<file path="src/hdl/mcle_pkg.sv">
// Package for the MMC command line engine.
// Holds the reply kind codes, register indices, the command and result records and frame constants.
// No dependencies.
`timescale 1ns / 1ps

package mcle_pkg;

    localparam int unsigned HEAD_BITS  = 40;
    localparam int unsigned FRAME_LAST = 47;
    localparam int unsigned R48_LAST   = 46;
    localparam int unsigned R2_SKIP    = 6;
    localparam int unsigned R2_STOP    = 134;
    localparam int unsigned R2_LAST    = 134;
    localparam int unsigned CFG_IDX_W  = 1;
    localparam int unsigned CFG_DATA_W = 16;

    localparam logic [6:0] CRC7_POLY = 7'h09;
    localparam logic [1:0] HEAD_PFX  = 2'b01;

    localparam logic [CFG_IDX_W-1:0] CFG_START_TIMEOUT = 1'b0;
    localparam logic [CFG_IDX_W-1:0] CFG_IDLE_GAP      = 1'b1;

    localparam logic [1:0] KIND_NONE = 2'd0;
    localparam logic [1:0] KIND_R48  = 2'd1;

    localparam logic [15:0] START_TIMEOUT_RST = 16'd256;
    localparam logic [7:0]  IDLE_GAP_RST      = 8'd8;

    typedef struct packed {
        logic        command;
        logic [5:0]  cmd_index;
        logic [31:0] argument;
        logic [1:0]  response_kind;
        logic        line_sample;
    } t_item;

    typedef struct packed {
        logic        drive_level;
        logic        drive_enable;
        logic        engine_busy;
        logic        done_res;
        logic        status;
        logic [31:0] response_word;
        logic        word_valid;
        logic [1:0]  word_number;
    } t_result;

endpackage

</file>
<file path="src/hdl/mcle_cmd_if.sv">
// Input channel of the MMC command line engine: one word per line tick.
// Depends on nothing.
`timescale 1ns / 1ps

interface mcle_cmd_if;
    logic        valid;
    logic        ready;
    logic        command;
    logic [5:0]  cmd_index;
    logic [31:0] argument;
    logic [1:0]  response_kind;
    logic        line_sample;

    modport source (output valid, command, cmd_index, argument, response_kind, line_sample,
                    input ready);
    modport sink   (input valid, command, cmd_index, argument, response_kind, line_sample,
                    output ready);
endinterface

</file>
<file path="src/hdl/mcle_res_if.sv">
// Result channel of the MMC command line engine: one word per line tick.
// Depends on nothing.
`timescale 1ns / 1ps

interface mcle_res_if;
    logic        valid;
    logic        ready;
    logic        drive_level;
    logic        drive_enable;
    logic        engine_busy;
    logic        done_res;
    logic        status;
    logic [31:0] response_word;
    logic        word_valid;
    logic [1:0]  word_number;

    modport source (output valid, drive_level, drive_enable, engine_busy, done_res, status,
                    response_word, word_valid, word_number, input ready);
    modport sink   (input valid, drive_level, drive_enable, engine_busy, done_res, status,
                    response_word, word_valid, word_number, output ready);
endinterface

</file>
<file path="src/hdl/mcle_core.sv">
// Command line sequencer: frame send with serial CRC-7, reply wait, capture, gap.
// Holds configuration and line state; depends on mcle_pkg.
`timescale 1ns / 1ps

module mcle_core (
    input  logic                               i_clk,
    input  logic                               i_rst_n,
    input  logic                               i_cfg_we,
    input  logic [mcle_pkg::CFG_IDX_W-1:0]     i_cfg_idx,
    input  logic [mcle_pkg::CFG_DATA_W-1:0]    i_cfg_data,
    input  logic                               i_take,
    input  mcle_pkg::t_item                    i_item,
    output mcle_pkg::t_result                  o_res
);
    import mcle_pkg::*;

    typedef enum logic [2:0] {
        PH_IDLE, PH_SEND, PH_WAIT, PH_R48, PH_R136, PH_GAP
    } t_phase;

    t_phase      r_phase, n_phase, e_phase;
    logic [7:0]  r_cnt, n_cnt, e_cnt, inc_cnt;
    logic [39:0] r_frame, n_frame, e_frame;
    logic [6:0]  r_crc, n_crc, e_crc;
    logic [15:0] r_wait, n_wait, inc_wait;
    logic [39:0] r_cap, n_cap, shift_cap;
    logic [1:0]  r_kind, n_kind, e_kind;
    logic        r_to, n_to, e_to;
    logic [15:0] r_timeout;
    logic [7:0]  r_gap;
    logic        issue, fb;
    logic [6:0]  pos;
    t_result     res;

    always_comb begin
        issue     = (r_phase == PH_IDLE) && i_item.command;
        e_phase   = issue ? PH_SEND : r_phase;
        e_frame   = issue ? {HEAD_PFX, i_item.cmd_index, i_item.argument} : r_frame;
        e_crc     = issue ? 7'd0 : r_crc;
        e_cnt     = issue ? 8'd0 : r_cnt;
        e_kind    = issue ? i_item.response_kind : r_kind;
        e_to      = issue ? 1'b0 : r_to;
        inc_cnt   = e_cnt + 8'd1;
        inc_wait  = r_wait + 16'd1;
        shift_cap = {r_cap[38:0], i_item.line_sample};
        pos       = e_cnt[6:0] - 7'(R2_SKIP);
        fb        = 1'b0;

        n_phase = e_phase;
        n_cnt   = e_cnt;
        n_frame = e_frame;
        n_crc   = e_crc;
        n_wait  = r_wait;
        n_cap   = r_cap;
        n_kind  = e_kind;
        n_to    = e_to;

        res               = '0;
        res.drive_level   = 1'b1;
        res.engine_busy   = (e_phase != PH_IDLE);

        case (e_phase)
            PH_SEND: begin
                res.drive_enable = 1'b1;
                n_cnt = inc_cnt;
                if (e_cnt < 8'(HEAD_BITS)) begin
                    res.drive_level = e_frame[39];
                    n_frame = {e_frame[38:0], 1'b1};
                    fb = e_crc[6] ^ e_frame[39];
                    n_crc = {e_crc[5:0], 1'b0} ^ (fb ? CRC7_POLY : 7'd0);
                end else if (e_cnt < 8'(FRAME_LAST)) begin
                    res.drive_level = e_crc[6];
                    n_crc = {e_crc[5:0], 1'b0};
                end
                if (e_cnt == 8'(FRAME_LAST)) begin
                    n_cnt = 8'd0;
                    if (e_kind == KIND_NONE) begin
                        n_phase = (r_gap == 8'd0) ? PH_IDLE : PH_GAP;
                        res.done_res = (r_gap == 8'd0);
                    end else begin
                        n_phase = PH_WAIT;
                        n_wait = 16'd0;
                    end
                end
            end
            PH_WAIT: begin
                if (!i_item.line_sample) begin
                    n_phase = (e_kind == KIND_R48) ? PH_R48 : PH_R136;
                    n_cnt = 8'd0;
                    n_cap = '0;
                end else begin
                    n_wait = inc_wait;
                    if (inc_wait >= r_timeout || inc_wait == 16'd0) begin
                        n_to = 1'b1;
                        n_cnt = 8'd0;
                        n_phase = (r_gap == 8'd0) ? PH_IDLE : PH_GAP;
                        res.done_res = (r_gap == 8'd0);
                    end
                end
            end
            PH_R48: begin
                n_cap = shift_cap;
                n_cnt = inc_cnt;
                if (e_cnt == 8'(R48_LAST)) begin
                    res.response_word = shift_cap[39:8];
                    res.word_valid = 1'b1;
                    n_cnt = 8'd0;
                    n_phase = (r_gap == 8'd0) ? PH_IDLE : PH_GAP;
                    res.done_res = (r_gap == 8'd0);
                end
            end
            PH_R136: begin
                if (e_cnt >= 8'(R2_SKIP) && e_cnt < 8'(R2_STOP)) begin
                    n_cap = shift_cap;
                    if (pos[4:0] == 5'h1F) begin
                        res.response_word = shift_cap[31:0];
                        res.word_valid = 1'b1;
                        res.word_number = pos[6:5];
                    end
                end
                n_cnt = inc_cnt;
                if (e_cnt == 8'(R2_LAST)) begin
                    n_cnt = 8'd0;
                    n_phase = (r_gap == 8'd0) ? PH_IDLE : PH_GAP;
                    res.done_res = (r_gap == 8'd0);
                end
            end
            PH_GAP: begin
                n_cnt = inc_cnt;
                if (inc_cnt >= r_gap || inc_cnt == 8'd0) begin
                    n_phase = PH_IDLE;
                    n_cnt = 8'd0;
                    res.done_res = 1'b1;
                end
            end
            default: begin
                n_phase = PH_IDLE;
            end
        endcase

        res.status = n_to;
    end

    assign o_res = res;

    always_ff @(posedge i_clk) begin
        if (!i_rst_n) begin
            r_phase   <= PH_IDLE;
            r_cnt     <= 8'd0;
            r_wait    <= 16'd0;
            r_kind    <= KIND_NONE;
            r_to      <= 1'b0;
            r_timeout <= START_TIMEOUT_RST;
            r_gap     <= IDLE_GAP_RST;
        end else begin
            if (i_take) begin
                r_phase <= n_phase;
                r_cnt   <= n_cnt;
                r_wait  <= n_wait;
                r_kind  <= n_kind;
                r_to    <= n_to;
            end
            if (i_cfg_we) begin
                case (i_cfg_idx)
                    CFG_START_TIMEOUT: r_timeout <= i_cfg_data;
                    CFG_IDLE_GAP:      r_gap <= i_cfg_data[7:0];
                    default:           r_gap <= r_gap;
                endcase
            end
        end
    end

    always_ff @(posedge i_clk) begin
        if (i_take) begin
            r_frame <= n_frame;
            r_crc   <= n_crc;
            r_cap   <= n_cap;
        end
    end

endmodule

</file>
<file path="src/hdl/mcle_out_stage.sv">
// Result register of the MMC command line engine; parts the two channels.
// Depends on mcle_pkg and mcle_res_if.
`timescale 1ns / 1ps

module mcle_out_stage (
    input  logic                i_clk,
    input  logic                i_rst_n,
    input  logic                i_load,
    input  mcle_pkg::t_result   i_res,
    output logic                o_room,
    mcle_res_if.source          o_res
);
    import mcle_pkg::*;

    logic    r_valid;
    t_result r_data;

    assign o_room = !r_valid || o_res.ready;

    always_ff @(posedge i_clk) begin
        if (!i_rst_n) begin
            r_valid <= 1'b0;
        end else if (o_room) begin
            r_valid <= i_load;
        end
    end

    always_ff @(posedge i_clk) begin
        if (i_load) begin
            r_data <= i_res;
        end
    end

    assign o_res.valid         = r_valid;
    assign o_res.drive_level   = r_data.drive_level;
    assign o_res.drive_enable  = r_data.drive_enable;
    assign o_res.engine_busy   = r_data.engine_busy;
    assign o_res.done_res      = r_data.done_res;
    assign o_res.status        = r_data.status;
    assign o_res.response_word = r_data.response_word;
    assign o_res.word_valid    = r_data.word_valid;
    assign o_res.word_number   = r_data.word_number;

endmodule

</file>
<file path="src/hdl/mmc_command_line_engine_unit.sv">
// Top level of the MMC command line engine.
// Depends on mcle_pkg, mcle_cmd_if, mcle_res_if, mcle_core and mcle_out_stage.
//
//   port      dir   word                              handshake
//   i_cmd     in    command, index, argument, kind,   valid / ready
//                   line sample (one line tick)
//   o_res     out   drive, busy, done, status, reply  valid / ready
//   i_cfg_*   in    register index, data              write enable only
//
// One word in, one word out; a new word is taken every cycle while the result register has room.
// The result comes out of the result register in the cycle after its word is taken.
// A stalled result register holds the input off; no word is dropped.
// Synchronous reset loads the idle state and the default timeout and gap.
`timescale 1ns / 1ps

module mmc_command_line_engine_unit (
    input  logic                              i_clk,
    input  logic                              i_rst_n,
    input  logic                              i_cfg_we,
    input  logic [mcle_pkg::CFG_IDX_W-1:0]    i_cfg_idx,
    input  logic [mcle_pkg::CFG_DATA_W-1:0]   i_cfg_data,
    mcle_cmd_if.sink                          i_cmd,
    mcle_res_if.source                        o_res
);
    import mcle_pkg::*;

    logic    room, take;
    t_item   item;
    t_result res;

    assign i_cmd.ready = room;
    assign take        = i_cmd.valid && room;

    assign item.command       = i_cmd.command;
    assign item.cmd_index     = i_cmd.cmd_index;
    assign item.argument      = i_cmd.argument;
    assign item.response_kind = i_cmd.response_kind;
    assign item.line_sample   = i_cmd.line_sample;

    mcle_core u_core (
        .i_clk      (i_clk),
        .i_rst_n    (i_rst_n),
        .i_cfg_we   (i_cfg_we),
        .i_cfg_idx  (i_cfg_idx),
        .i_cfg_data (i_cfg_data),
        .i_take     (take),
        .i_item     (item),
        .o_res      (res)
    );

    mcle_out_stage u_out (
        .i_clk   (i_clk),
        .i_rst_n (i_rst_n),
        .i_load  (take),
        .i_res   (res),
        .o_room  (room),
        .o_res   (o_res)
    );

endmodule

</file>
<file path="src/flat_wrapper.sv">
// flat-port wrapper written by rule: the top's interface ports become plain ports
module mmc_command_line_engine_unit_flat import mcle_pkg::*;
  (i_clk, i_rst_n, i_cfg_we, i_cfg_idx, i_cfg_data, i_cmd_valid, i_cmd_command, i_cmd_cmd_index, i_cmd_argument, i_cmd_response_kind, i_cmd_line_sample, i_cmd_ready, o_res_valid, o_res_drive_level, o_res_drive_enable, o_res_engine_busy, o_res_done_res, o_res_status, o_res_response_word, o_res_word_valid, o_res_word_number, o_res_ready);
  mcle_cmd_if i_cmd_i ();
  mcle_res_if o_res_i ();
  input  logic i_clk;
  input  logic i_rst_n;
  input  logic i_cfg_we;
  input  logic [mcle_pkg::CFG_IDX_W-1:0] i_cfg_idx;
  input  logic [mcle_pkg::CFG_DATA_W-1:0] i_cfg_data;
  input wire logic [$bits(i_cmd_i.valid)-1:0] i_cmd_valid;
  input wire logic [$bits(i_cmd_i.command)-1:0] i_cmd_command;
  input wire logic [$bits(i_cmd_i.cmd_index)-1:0] i_cmd_cmd_index;
  input wire logic [$bits(i_cmd_i.argument)-1:0] i_cmd_argument;
  input wire logic [$bits(i_cmd_i.response_kind)-1:0] i_cmd_response_kind;
  input wire logic [$bits(i_cmd_i.line_sample)-1:0] i_cmd_line_sample;
  output wire logic [$bits(i_cmd_i.ready)-1:0] i_cmd_ready;
  output wire logic [$bits(o_res_i.valid)-1:0] o_res_valid;
  output wire logic [$bits(o_res_i.drive_level)-1:0] o_res_drive_level;
  output wire logic [$bits(o_res_i.drive_enable)-1:0] o_res_drive_enable;
  output wire logic [$bits(o_res_i.engine_busy)-1:0] o_res_engine_busy;
  output wire logic [$bits(o_res_i.done_res)-1:0] o_res_done_res;
  output wire logic [$bits(o_res_i.status)-1:0] o_res_status;
  output wire logic [$bits(o_res_i.response_word)-1:0] o_res_response_word;
  output wire logic [$bits(o_res_i.word_valid)-1:0] o_res_word_valid;
  output wire logic [$bits(o_res_i.word_number)-1:0] o_res_word_number;
  input wire logic [$bits(o_res_i.ready)-1:0] o_res_ready;
  assign i_cmd_i.valid = i_cmd_valid;
  assign i_cmd_i.command = i_cmd_command;
  assign i_cmd_i.cmd_index = i_cmd_cmd_index;
  assign i_cmd_i.argument = i_cmd_argument;
  assign i_cmd_i.response_kind = i_cmd_response_kind;
  assign i_cmd_i.line_sample = i_cmd_line_sample;
  assign i_cmd_ready = i_cmd_i.ready;
  assign o_res_valid = o_res_i.valid;
  assign o_res_drive_level = o_res_i.drive_level;
  assign o_res_drive_enable = o_res_i.drive_enable;
  assign o_res_engine_busy = o_res_i.engine_busy;
  assign o_res_done_res = o_res_i.done_res;
  assign o_res_status = o_res_i.status;
  assign o_res_response_word = o_res_i.response_word;
  assign o_res_word_valid = o_res_i.word_valid;
  assign o_res_word_number = o_res_i.word_number;
  assign o_res_i.ready = o_res_ready;
  mmc_command_line_engine_unit u_core (.i_clk(i_clk), .i_rst_n(i_rst_n), .i_cfg_we(i_cfg_we), .i_cfg_idx(i_cfg_idx), .i_cfg_data(i_cfg_data), .i_cmd(i_cmd_i), .o_res(o_res_i));
endmodule
</file>
<file path="config.mk">
export PLATFORM = sky130hd
export DESIGN_NAME = mmc_command_line_engine_unit_flat
export DESIGN_NICKNAME = d
export VERILOG_FILES = /design/src/hdl/mcle_pkg.sv /design/src/hdl/mcle_cmd_if.sv /design/src/hdl/mcle_res_if.sv /design/src/hdl/mcle_core.sv /design/src/hdl/mcle_out_stage.sv /design/src/hdl/mmc_command_line_engine_unit.sv /design/src/flat_wrapper.sv
export SDC_FILE = /design/constraint.sdc
export NUM_CORES = 1
export LEC_CHECK = 0
export ABC_AREA = 1
export BUFFER_PORTS_ARGS = -buffer_cell sky130_fd_sc_hd__buf_2
export CAP_MARGIN = 30
export CORE_UTILIZATION = 56
export DETAILED_ROUTE_END_ITERATION = 16
export MAX_ROUTING_LAYER = met4
export PLACE_DENSITY = 0.77
export SYNTH_ARGS = -nofsm -noshare
export SYNTH_HDL_FRONTEND = slang
export SYNTH_SLANG_ARGS = --single-unit
</file>
<file path="constraint.sdc">
create_clock -name i_clk -period 9.84 [get_ports i_clk]
set_input_delay 1.476 -clock i_clk [delete_from_list [all_inputs] [get_ports i_clk]]
set_output_delay 1.476 -clock i_clk [all_outputs]
set_load 0.1 [all_outputs]
</file>
* After elaboration in Yosys (flattened, before gate mapping)
Cells that the tools add are included.
Operators by class: eq/ne operators 15, bitwise operators 3, order comparisons 6, multiplexer cells 54, add/sub/neg operators 3, reductions and logical operators 20
Operators by type and width (count):
- $mux 40 | 3
- $pmux 39 s3 | 1
- $mux 39 | 2
- $mux 35 | 2
- $pmux 33 s2 | 1
- $mux 8 | 7
- $mux 16 | 3
- $pmux 8 s5 | 1
- $mux 33 | 1
- $pmux 16 s2 | 1
- $mux 3 | 10
- $mux 7 | 4
- $add 16x1->16 const B | 1
- $eq 8x6->1 const B | 2
- $ge 16x16->1 | 1
- $logic_not 16->1 | 1
- $logic_not 8->1 | 2
- $lt 8x6->1 const B | 2
- $pmux 3 s5 | 1
- $mux 1 | 14
- $ne 2x2->1 const B | 5
- $add 8x1->8 const B | 1
- $eq 8x8->1 const B | 1
- $ge 8x3->1 const B | 1
- 25 further kinds | 33
Storage, ports and cells: word-level logic and storage cells 120, bits of input ports 64, output and inout bits 42, register bits after elaboration 181

* Longest topological paths before layout
Gate-level depths: netlist (run 1).
depth in word-level cells 8, depth in mapped cells 24

* Cells and area by module
A second synthesis (run 1) with hierarchy kept.
Second synthesis, totals: cell total of the unflattened synthesis 1049, area, all modules 9561.7 um^2
Modules (own cells, without submodules):
- mcle_core | seq. area each 3663.5 um^2, instances 1, cells an instance 1001, area an instance 8306.7 um^2
- mcle_out_stage | seq. area each 1221.2 um^2, instances 1, cells an instance 46, area an instance 1247.4 um^2
- mmc_command_line_engine_unit | seq. area each 0.0 um^2, instances 1, cells an instance 2, area an instance 7.5 um^2

* Least setup slack after synthesis (run 1)
Ideal clock, no wire load.
path type input -> register, from in o_res_ready, to reg u_core.u_core.r_cap[0], enable pin, setup time 0.646 ns, required time 9.194 ns, path buffers 0, stages 4, slack 0.450 ns, arrival time 8.743 ns, cells stage by stage inv_1 nand2_1 nand2_1 a2111oi_0
On the way: cells in the longest elaborated chain, start to end 3
RTL lines:
- start: declaration | RTL line flat_wrapper.sv:27 | input wire logic [$bits(o_res_i.ready)-1:0] o_res_ready;
- $logic_or 1x1->1 | RTL line mcle_out_stage.sv:18 | assign o_room = !r_valid || o_res.ready;
- net i_cmd_ready | RTL line flat_wrapper.sv:17 | output wire logic [$bits(i_cmd_i.ready)-1:0] i_cmd_ready;
- $logic_and 1x1->1 | RTL line mmc_command_line_engine_unit.sv:32 | assign take = i_cmd.valid && room;
- $reduce_and 4->1 (no line)
- end signal: assignment | RTL line mcle_core.sv:177 | r_cap <= n_cap;
- end: declaration | RTL line mcle_core.sv:26 | logic [39:0] r_cap, n_cap, shift_cap;
The timed path passes the listed nets, and every way through them passes these cells. A chain may end at the register's enable or synchronous reset.

* Worst setup path after layout (run 1)
from in i_cmd_command, to reg u_core.u_core.r_crc[3] (data pin)
On the way: cells in the longest elaborated chain, start to end 7
RTL lines:
- start: declaration | RTL line flat_wrapper.sv:12 | input wire logic [$bits(i_cmd_i.command)-1:0] i_cmd_command;
- $logic_and 1x1->1 (*) | RTL line mcle_core.sv:36 | issue = (r_phase == PH_IDLE) && i_item.command;
- parallel branches: the longest is 5 deep, another holds $lt 8x6->1
- $mux 7 (*) | RTL line mcle_core.sv:62 | case (e_phase)
- net u_core.u_core.n_crc[3] | RTL line mcle_core.sv:24 | logic [6:0] r_crc, n_crc, e_crc;
- end signal: assignment | RTL line mcle_core.sv:176 | r_crc <= n_crc;
- end: declaration | RTL line mcle_core.sv:24
Mark *: on every way through the listed nets, which the timed path passes.

==> results.sh, run 1 <==
export IMPL_ys_warn_count=0
export IMPL_vias_per_cell=5.416
export IMPL_synth_top_area_cell="edfxtp_1"
export IMPL_max_cap_violations=0
export IMPL_syn_area_per_cell_um2=9.332
export IMPL_htreeDepth=4
export IMPL_p_leak_uw=0.004953
export IMPL_port_buffer_count=105
export IMPL_fin_ws_ns=5.442
export IMPL_synth_cell_types=43
export IMPL_fin_worst_skew_ns=0.009377
export IMPL_synth_nets=1120
export IMPL_drc=0
export IMPL_antenna_found_initial=0
export IMPL_tritoncts="yes"
export IMPL_final_common_cell="nand2_1"
export IMPL_clock_fmax_mhz=227.4
export IMPL_first_iter_violations=535
export IMPL_hold_violations=0
export IMPL_die_height_um=133.1
export IMPL_clkSinkCount=181
export IMPL_area_growth_pct=13.93
export IMPL_crit_required_ns=10.02
export IMPL_cts_setup_buffers=0
export IMPL_insertedDiodeCount=0
export IMPL_cts_resized=0
export IMPL_rsz0062_at_grt="false"
export IMPL_syn_area_um2=9630
export IMPL_dr_pass1_iters=6
export IMPL_fin_crit_sh_pct=44.69
export IMPL_ys_seq_area_share_pct=50.72
export IMPL_synthTopCellsByArea="edfxtp_1, dfxtp_1, nand2_1"
export IMPL_tns_ns=0
export IMPL_layout_min_cycle_time_ns=4.398
export IMPL_wire_per_inst_um=14.90
export IMPL_dpl_hpwl_mm=13.98
export IMPL_powerDensity_nw_per_um2=175.5
export IMPL_synthCells=1032
export IMPL_setup_viol=0
export IMPL_worstPathMaxFanout=61
export IMPL_outcome="finished, final reports clean"
export IMPL_cts_hold_buf=0
export IMPL_drv_slew=0
export IMPL_top_level_ports=106
export IMPL_end_kind="flop"
export IMPL_ys_ff_latch=181
export IMPL_final_core_util_pct=65.70
export IMPL_cts_made_buffers=17
export IMPL_gp_congestion=0.9093
export IMPL_vias=7361
export IMPL_fillerInstances=1343
export IMPL_die_x_um=133.1
export IMPL_overflow=0
export IMPL_nets=1214
export IMPL_final_cell_mix="nand2_1, inv_1, edfxtp_1"
export IMPL_worst_slew_pin_slew_ns=0.9879
export IMPL_die_area_um2=17730
export IMPL_clkSlewWorstSetupHoldPaths_ns=0.07
export IMPL_holdCritPathClass="flop to flop"
export IMPL_fp_coreArea_um2=16700
export IMPL_clk_latency_ns=0.44
export IMPL_grt_use_total_pct=24.62
export IMPL_drt_total_wl_mm=20.25
export IMPL_grt_max_degree=62
export IMPL_max_slew_margin_pct=34.14
export IMPL_antenna_left=0
export IMPL_grt_pass1_vias=6895
export IMPL_drive_gt1_share_pct=18.70
export IMPL_cp_start_kind="primary input"
export IMPL_grt_pass1_wl_mm=33.44
export IMPL_start_util_pct=57.66
export IMPL_rows=47
export IMPL_clk_path_buf_depth=2
export IMPL_place_ws_ns=5.053
export IMPL_synth_top_area_share_pct=39.29
export IMPL_cp_arrival_ns=4.58
export IMPL_critical_path_class="primary input to flop"
export IMPL_cts_root_buf="clkbuf_16"
export IMPL_peakVddDrop_mv=0.1270
[power breakdown]
part,leakage (uW),switching (uW),internal [uW]
clock network,0.000297,308,408
logic,0.00297,220,97.8
registers,0.00169,20.1,872
total,0.00495,548,1380
[layer usage]
metal | wire length [um] | part of all wire (%) | GRT usage [%]
met4 | 255 | 1.3 | 7.639
met5 | 0 | 0 | -
met1 | 9549 | 47 | 32.30
met2 | 9465 | 47 | 38.51
met3 | 984 | 4.9 | 5.061
[layout make-up]
class	count	area, um^2	share of cell area [%]
flip-flops and latches	181	4885	44.52
multi-input cells	648	3930	35.82
repair buffers	113	638.1	5.816
inverters	165	620.6	5.656
clock buffers	18	429.2	3.912
well taps	220	275.3	2.509
clock inverters	14	193.9	1.768
[worst max-delay path: stages]
cell,delay [ns]
buf_2,0.11
inv_1,0.06
nor2_2,0.05
nand2_4,0.69
nand2_1,0.34
nand2_1,0.22
nor3_2,0.06
nand2_1,0.18
nand3_1,0.19
nor2_4,0.13
buf_4,0.51
inv_1,0.24
o22ai_1,0.17
a21oi_1,0.09
[cell families (layout without fill, tap and decap cells)]
| kind of cell | Yosys count | after routing | share of synthesized area [%] |
|---|---|---|---|
| AOI/OAI and AO/OA | 185 | 185 | 12.84 |
| xor gates and xnor gates | 5 | 5 | 0.4547 |
| adders and majority gates | 24 | 24 | 3.118 |
| buffers and inverters | 203 | 310 | 8.588 |
| DFF | 181 | 181 | 50.72 |
| muxes | 73 | 73 | 7.587 |
| and+or+nand+nor | 361 | 361 | 16.69 |
[cell usage after synthesis (all sizes together)]
cell type and number:
and3 1, inv 165, nand3b 1, nor3 7, dfxtp 55, a21oi 72, o21a 1, xor2 5
buf 24, o31ai 3, ha 24, o211ai 4, o22ai 8, mux2i 73, o21ai 60, a2111oi 1
edfxtp 126, nor2 85, nand4 9, nand3 40, a211oi 11, a32o 1, nand2 216, o21bai 2
a31oi 1, nor4 2, o32ai 21, clkbuf 14
[path summary, 6_finish.rpt]
check                        startpoint                         end  slack [ns]  depth (start not counted)
max                       i_cmd_command      u_core.u_core.r_crc[3]        5.44                         14
min          u_core.u_core.r_timeout[9]  u_core.u_core.r_timeout[9]        0.46                          2
max reg2reg    u_core.u_core.r_phase[0]      u_core.u_core.r_crc[3]        6.09                         12
min reg2reg  u_core.u_core.r_timeout[9]  u_core.u_core.r_timeout[9]        0.46                          2
[per-stage QoR]
step / std cells / cell area (um^2) / total power (uW) / hold WS [ns]
after floorplan: 1032 / 9630 / 1157 / 0.4353
after global placement: 1324 / 10270 / 1212 / 0.4504
after detailed placement: 1327 / 10350 / 1225 / 0.4557
after CTS: 1359 / 10970 / 1933 / 0.4665
after global routing: 1359 / 10970 / 1997 / 0.4837
final: 1359 / 10970 / 1926 / 0.4602
[flip-flops by register name (all words and copies together) (netlist names), 2 cells and up]
name and flops:
u_core.u_out.o_res.word_number 2, u_core.u_core.r_wait 16, u_core.u_core.r_kind 2, u_core.u_core.r_gap 8
u_core.u_core.r_frame 40, u_core.u_core.r_crc 7, u_core.u_core.r_cap 39, u_core.u_core.r_cnt 8
u_core.u_out.o_res.response_word 32, u_core.u_core.r_phase 3, u_core.u_core.r_timeout 16
No activity file was read; power rests on OpenSTA's default activity.
==> run 2, diff against run 1 <==
ABC_AREA = 0   (was 1)
clock period = 4.5 ns   (was 9.84 ns; I/O delays follow)
==> results.sh, run 2 <==
export IMPL_crit_end="u_core.u_core.r_cnt[7]"
export IMPL_drive_gt1_share_pct=15.95
export IMPL_cp_start_kind="flop"
export IMPL_htreeDepth=4
export IMPL_timing_rr_start="u_core.u_core.r_wait[0]"
export IMPL_seq_power_share_pct=50.0
export IMPL_crit_required_ns=4.87
export IMPL_worst_slew_pin_slew_ns=0.8931
export IMPL_outcome="finished, final reports clean"
export IMPL_clkPwrFrac_pct=37.8
export IMPL_max_cap_violations=0
export IMPL_clkSinkCount=181
export IMPL_synth_nets=1108
export IMPL_vias=7670
export IMPL_r2r_cells=11
export IMPL_insertedDiodeCount=0
export IMPL_die_height_um=133.9
export IMPL_ys_ff_latch=181
export IMPL_p_int_uw=2732
export IMPL_die_x_um=133.9
export IMPL_combPwrFrac_pct=12.2
export IMPL_clock_fmax_mhz=268.5
export IMPL_antenna_left=0
export IMPL_antenna_found_initial=0
export IMPL_powerDensity_nw_per_um2=348.9
export IMPL_p_leak_uw=0.004277
export IMPL_rrSetupSlack_ns=0.78
export IMPL_place_ws_ns=0.8556
export IMPL_cp_arrival_ns=4.09
export IMPL_register_area_um2=4885
export IMPL_rows=47
export IMPL_ys_warn_count=0
export IMPL_synth_top_area_cell="edfxtp_1"
export IMPL_synthArstFlopShare_pct=0
export IMPL_hold_violations=0
export IMPL_grt_pass1_vias=6969
export IMPL_cts_setup_buffers=0
export IMPL_setup_viol=0
export IMPL_multi_input_area_um2=4387
export IMPL_drt_total_wl_mm=21.43
export IMPL_largest_register="u_core.u_core.r_frame"
export IMPL_ys_seq_area_share_pct=50.14
export IMPL_clkSlewWorstSetupHoldPaths_ns=0.07
export IMPL_clk_latency_ns=0.43
export IMPL_cts_root_buf="clkbuf_16"
export IMPL_worst_path_most_repeated_cell="ha_1"
export IMPL_tritoncts="yes"
export IMPL_synthTopCellsByCount="nand2_1, edfxtp_1, dfxtp_1, clkbuf_1"
export IMPL_synthCells=1020
export IMPL_area_growth_pct=11.78
export IMPL_syn_area_per_cell_um2=9.551
export IMPL_final_cell_mix="nand2_1, edfxtp_1, buf_2"
export IMPL_power_uw=3800
export IMPL_largest_reg_flops=40
export IMPL_layout_min_cycle_time_ns=3.725
export IMPL_synth_most_common_cell="nand2_1"
export IMPL_clk_path_buf_depth=2
export IMPL_peakVddDrop_mv=0.2930
export IMPL_p_sw_share_pct=28.10
export IMPL_port_buffer_count=105
export IMPL_start_util_pct=58.13
export IMPL_syn_area_um2=9742
export IMPL_overflow=0
export IMPL_critical_path_class="flop to flop"
export IMPL_synth_cell_types=79
export IMPL_r2r_end="u_core.u_core.r_cnt[7]"
export IMPL_tns_ns=0
export IMPL_grt_max_degree=77
export IMPL_cts_hold_buf=0
export IMPL_grt_pass1_wl_mm=35.00
export IMPL_max_slew_margin_pct=40.46
export IMPL_cp_startpoint="u_core.u_core.r_wait[0]"
export IMPL_cts_made_buffers=17
export IMPL_final_common_cell="nand2_1"
export IMPL_synth_edff_count=126
export IMPL_vias_per_cell=5.850
export IMPL_synthFlopType="edfxtp_1"
export IMPL_fillerInstances=1377
export IMPL_switchingPower_uw=1068
export IMPL_drv_slew=0
export IMPL_dpl_hpwl_mm=14.44
export IMPL_dr_pass1_iters=6
export IMPL_first_iter_violations=615
export IMPL_worstPathMaxFanout=9
export IMPL_cts_resized=0
export IMPL_slowest_delay_ns=0.60
export IMPL_drc=0
export IMPL_rsz0062_at_grt="false"
export IMPL_gp_congestion=0.8725
export IMPL_top_level_ports=106
export IMPL_end_kind="flop"
export IMPL_fp_coreArea_um2=16760
export IMPL_synth_top_area_share_pct=38.84
export IMPL_wire_per_inst_um=16.35
export IMPL_worstPathCellList="ha_1 -> and4_1 -> nand2_1 -> xnor2_1 -> ha_1 -> a2111oi_0 -> o21ai_0 -> a221oi_1 -> o311ai_4 -> a21boi_2 -> a32o_1"
export IMPL_nets=1166
export IMPL_synthTopCellsByArea="edfxtp_1, dfxtp_1, nand2_1"
export IMPL_die_area_um2=17930
export IMPL_fin_worst_skew_ns=0.01135
export IMPL_holdCritPathClass="primary input to flop"
export IMPL_fin_crit_sh_pct=82.77
export IMPL_grt_use_total_pct=25.48
export IMPL_min_path_cells=3
export IMPL_critPathSlowestCell="a221oi_1"
export IMPL_fin_ws_ns=0.7754
run 2: layer usage:
| layer | vias to the layer above | global-route usage, % | wire length [um] |
|---|---|---|---|
| met3 | 21 | 4.686 | 1235 |
| met5 | - | - | 0 |
| met4 | 0 | 7.449 | 276 |
| met2 | 232 | 38.14 | 9773 |
| met1 | 3652 | 35.34 | 10140 |
| li1 | 3765 | - | - |
run 2: cell type report:
cell class / count / area share [%]
Inverter: 34 / 1.206
Tap cell: 220 / 2.528
Timing Repair Buffer: 116 / 5.883
Sequential cell: 181 / 44.86
Multi-Input combinational cell: 728 / 40.28
Clock inverter: 13 / 1.264
Clock buffer: 19 / 3.976
run 2: metrics by stage:
step	cell area [um^2]	util (%)	hold WS (ns)	instances
after detailed placement	10320	61.57	0.4628	1279
after CTS	10890	64.97	0.4517	1311
after floorplan	9746	-	0.4435	1020
final	10890	64.97	0.4630	1311
after global routing	10890	64.97	0.4931	1311
after global placement	10260	61.24	0.4573	1276
run 2: power by group through the flow:
stage                     registers (uW)  clock network [uW]  logic (uW)
after CTS                           1900                1460         466
after floorplan                     2050                   0         235
after global placement              1930                   0         456
after global routing                1910                1530         510
after detailed placement            1940                   0         463
final                               1900                1440         465
run 2: critical path: cells and delay by family, from the launching register on:
kind | cells | cell delay (ns)
AO/OA/AOI/OAI | 6 | 1.92
XOR/XNOR | 1 | 0.17
adder cells (fa/ha/maj) | 2 | 0.62
flip-flops | 1 | 0.46
AND/OR/NAND/NOR | 2 | 0.49
run 2: cell families after synthesis:
family	count (synthesis)	share of synthesized area (%)
compound gates	204	15.23
xor+xnor	26	2.338
fa+ha+maj	24	3.082
buf+inv	111	5.112
flops	181	50.14
mux	7	0.7193
simple gates	467	23.38
run 2: worst min path at each step:
| stage | start | to | slack [ns] |
|---|---|---|---|
| 4_1_cts | i_cfg_data[8] | u_core.u_core.r_timeout[8] | 0.45 |
| 5_1_grt | i_cfg_data[12] | u_core.u_core.r_timeout[12] | 0.49 |
| 3_3_place_gp | u_core.u_core.r_timeout[4] | u_core.u_core.r_timeout[4] | 0.46 |
| 2_1_floorplan | u_core.u_core.r_timeout[15] | u_core.u_core.r_timeout[15] | 0.44 |
| 6_report | i_cfg_data[8] | u_core.u_core.r_timeout[8] | 0.46 |
| 3_5_place_dp | u_core.u_core.r_timeout[7] | u_core.u_core.r_timeout[7] | 0.46 |
==> run 3, diff against run 2 <==
clock period = 3.9 ns   (was 4.5 ns; I/O delays follow)
==> results.sh, run 3 (same netlist as run 2, synthesis figures left out) <==
export IMPL_outcome="finished, final reports clean"
export IMPL_crit_required_ns=4.23
export IMPL_grt_max_degree=77
export IMPL_powerDensity_nw_per_um2=408.2
export IMPL_clkSlewWorstSetupHoldPaths_ns=0.07
export IMPL_max_cap_violations=0
export IMPL_hold_violations=0
export IMPL_setup_viol=0
export IMPL_antenna_left=0
export IMPL_cp_start_kind="flop"
export IMPL_fin_ws_ns=0.3486
export IMPL_cts_root_buf="clkbuf_16"
export IMPL_top_level_ports=106
export IMPL_p_leak_uw=0.004333
export IMPL_r2r_cells=12
export IMPL_grt_use_total_pct=25.55
export IMPL_vias=7647
export IMPL_end_kind="flop"
export IMPL_fin_crit_sh_pct=91.06
export IMPL_worst_slew_pin_slew_ns=0.9248
export IMPL_grt_pass1_vias=6829
export IMPL_tritoncts="yes"
export IMPL_tns_ns=0
export IMPL_layout_min_cycle_time_ns=3.551
export IMPL_place_ws_ns=0.2771
export IMPL_cts_made_buffers=17
export IMPL_vias_per_cell=5.815
export IMPL_first_iter_violations=777
export IMPL_drv_slew=0
export IMPL_clk_latency_ns=0.44
export IMPL_fillerInstances=1380
export IMPL_rows=47
export IMPL_htreeDepth=4
export IMPL_gp_congestion=0.8736
export IMPL_drt_total_wl_mm=21.56
export IMPL_clkSinkCount=181
export IMPL_timing_rr_start="u_core.u_core.r_wait[5]"
export IMPL_port_buffer_count=105
export IMPL_final_cell_mix="nand2_1, edfxtp_1, buf_2"
export IMPL_drc=0
export IMPL_worstPathMaxFanout=10
export IMPL_area_growth_pct=12.83
export IMPL_largest_register="u_core.u_core.r_frame"
export IMPL_die_x_um=133.9
export IMPL_insertedDiodeCount=0
export IMPL_nets=1170
export IMPL_cp_startpoint="u_core.u_core.r_wait[5]"
export IMPL_max_slew_margin_pct=38.35
export IMPL_grt_pass1_wl_mm=35.27
export IMPL_fp_coreArea_um2=16760
export IMPL_fin_worst_skew_ns=0.009165
export IMPL_die_height_um=133.9
export IMPL_final_common_cell="nand2_1"
export IMPL_min_path_cells=3
export IMPL_peakVddDrop_mv=0.3313
export IMPL_cp_arrival_ns=3.88
export IMPL_holdCritPathClass="primary input to flop"
export IMPL_largest_reg_flops=40
export IMPL_dr_pass1_iters=6
export IMPL_antenna_found_initial=0
export IMPL_rsz0062_at_grt="false"
export IMPL_critical_path_class="flop to flop"
export IMPL_start_util_pct=58.13
export IMPL_die_area_um2=17930
export IMPL_hold_start="i_cfg_data[8]"
export IMPL_drive_gt1_share_pct=16.62
export IMPL_overflow=0
export IMPL_dpl_hpwl_mm=14.36
export IMPL_wire_per_inst_um=16.39
export IMPL_clk_path_buf_depth=2
export IMPL_clock_fmax_mhz=281.6
export IMPL_cts_hold_buf=0
==> run 3: area by class of cell <==
type | count | area, um^2 | area share (%)
multi-input cells | 728 | 4398 | 40.01
well taps | 220 | 275.3 | 2.504
clock buffers | 18 | 429.2 | 3.904
repair buffers | 120 | 695.7 | 6.329
flip-flops and latches | 181 | 4886 | 44.45
clock inverters | 14 | 176.4 | 1.605
inverters | 34 | 131.4 | 1.195
==> run 3: path summary, 6_finish.rpt <==
| check | to | slack, ns |
|---|---|---|
| setup reg to reg | u_core.u_core.r_cnt[4] | 0.35 |
| setup / recovery | u_core.u_core.r_cnt[4] | 0.35 |
| hold / removal | u_core.u_core.r_timeout[8] | 0.38 |
| hold reg to reg | u_core.u_core.r_timeout[13] | 0.47 |
==> run 3: worst max-delay path, cell delays in order (launching register included) <==
cell and delay [ns]:
dfxtp_1 0.50, and4_4 0.31, nand3_4 0.12, o31a_1 0.31
or2_2 0.32, ha_1 0.32, nand4_1 0.11, a2111oi_0 0.50
a221oi_2 0.15, buf_4 0.18, o311ai_4 0.11, a21boi_2 0.16
a221o_1 0.35
==> run 3: per-stage QoR <==
stage	area [um^2]	hold slack, ns	utilization (%)	power [uW]	cells
final	10990	0.3812	65.58	4486	1315
after global routing	10990	0.4021	65.58	4655	1315
after CTS	10980	0.3689	65.49	4515	1314
after detailed placement	10370	0.4631	61.87	2779	1282
after global placement	10330	0.4583	61.66	2768	1280
after floorplan	9749	0.4435	-	2638	1020
==> run 3: repair_timing <==
action,in CTS,in global routing
endpoints found under the setup margin,0,14
buffers inserted,0,1
gates resized for setup,0,2
==> run 3: where the power goes <==
part / leakage, uW / switching (uW) / internal [uW]
Sequential: 0.00159 / 45.3 / 2150
Combinational: 0.00244 / 393 / 160
Clock: 0.000297 / 817 / 924
Total: 0.00433 / 1250 / 3230
==> run 3: layer usage <==
| layer | vias up | share of wire [%] | GRT usage [%] | wire length, um |
|---|---|---|---|---|
| li1 | 3771 | - | - | - |
| met1 | 3601 | 46 | 35.98 | 10010 |
| met2 | 249 | 47 | 37.56 | 10050 |
| met4 | 0 | 1.1 | 6.376 | 243 |
| met5 | - | 0 | - | 0 |
| met3 | 26 | 5.8 | 5.404 | 1250 |
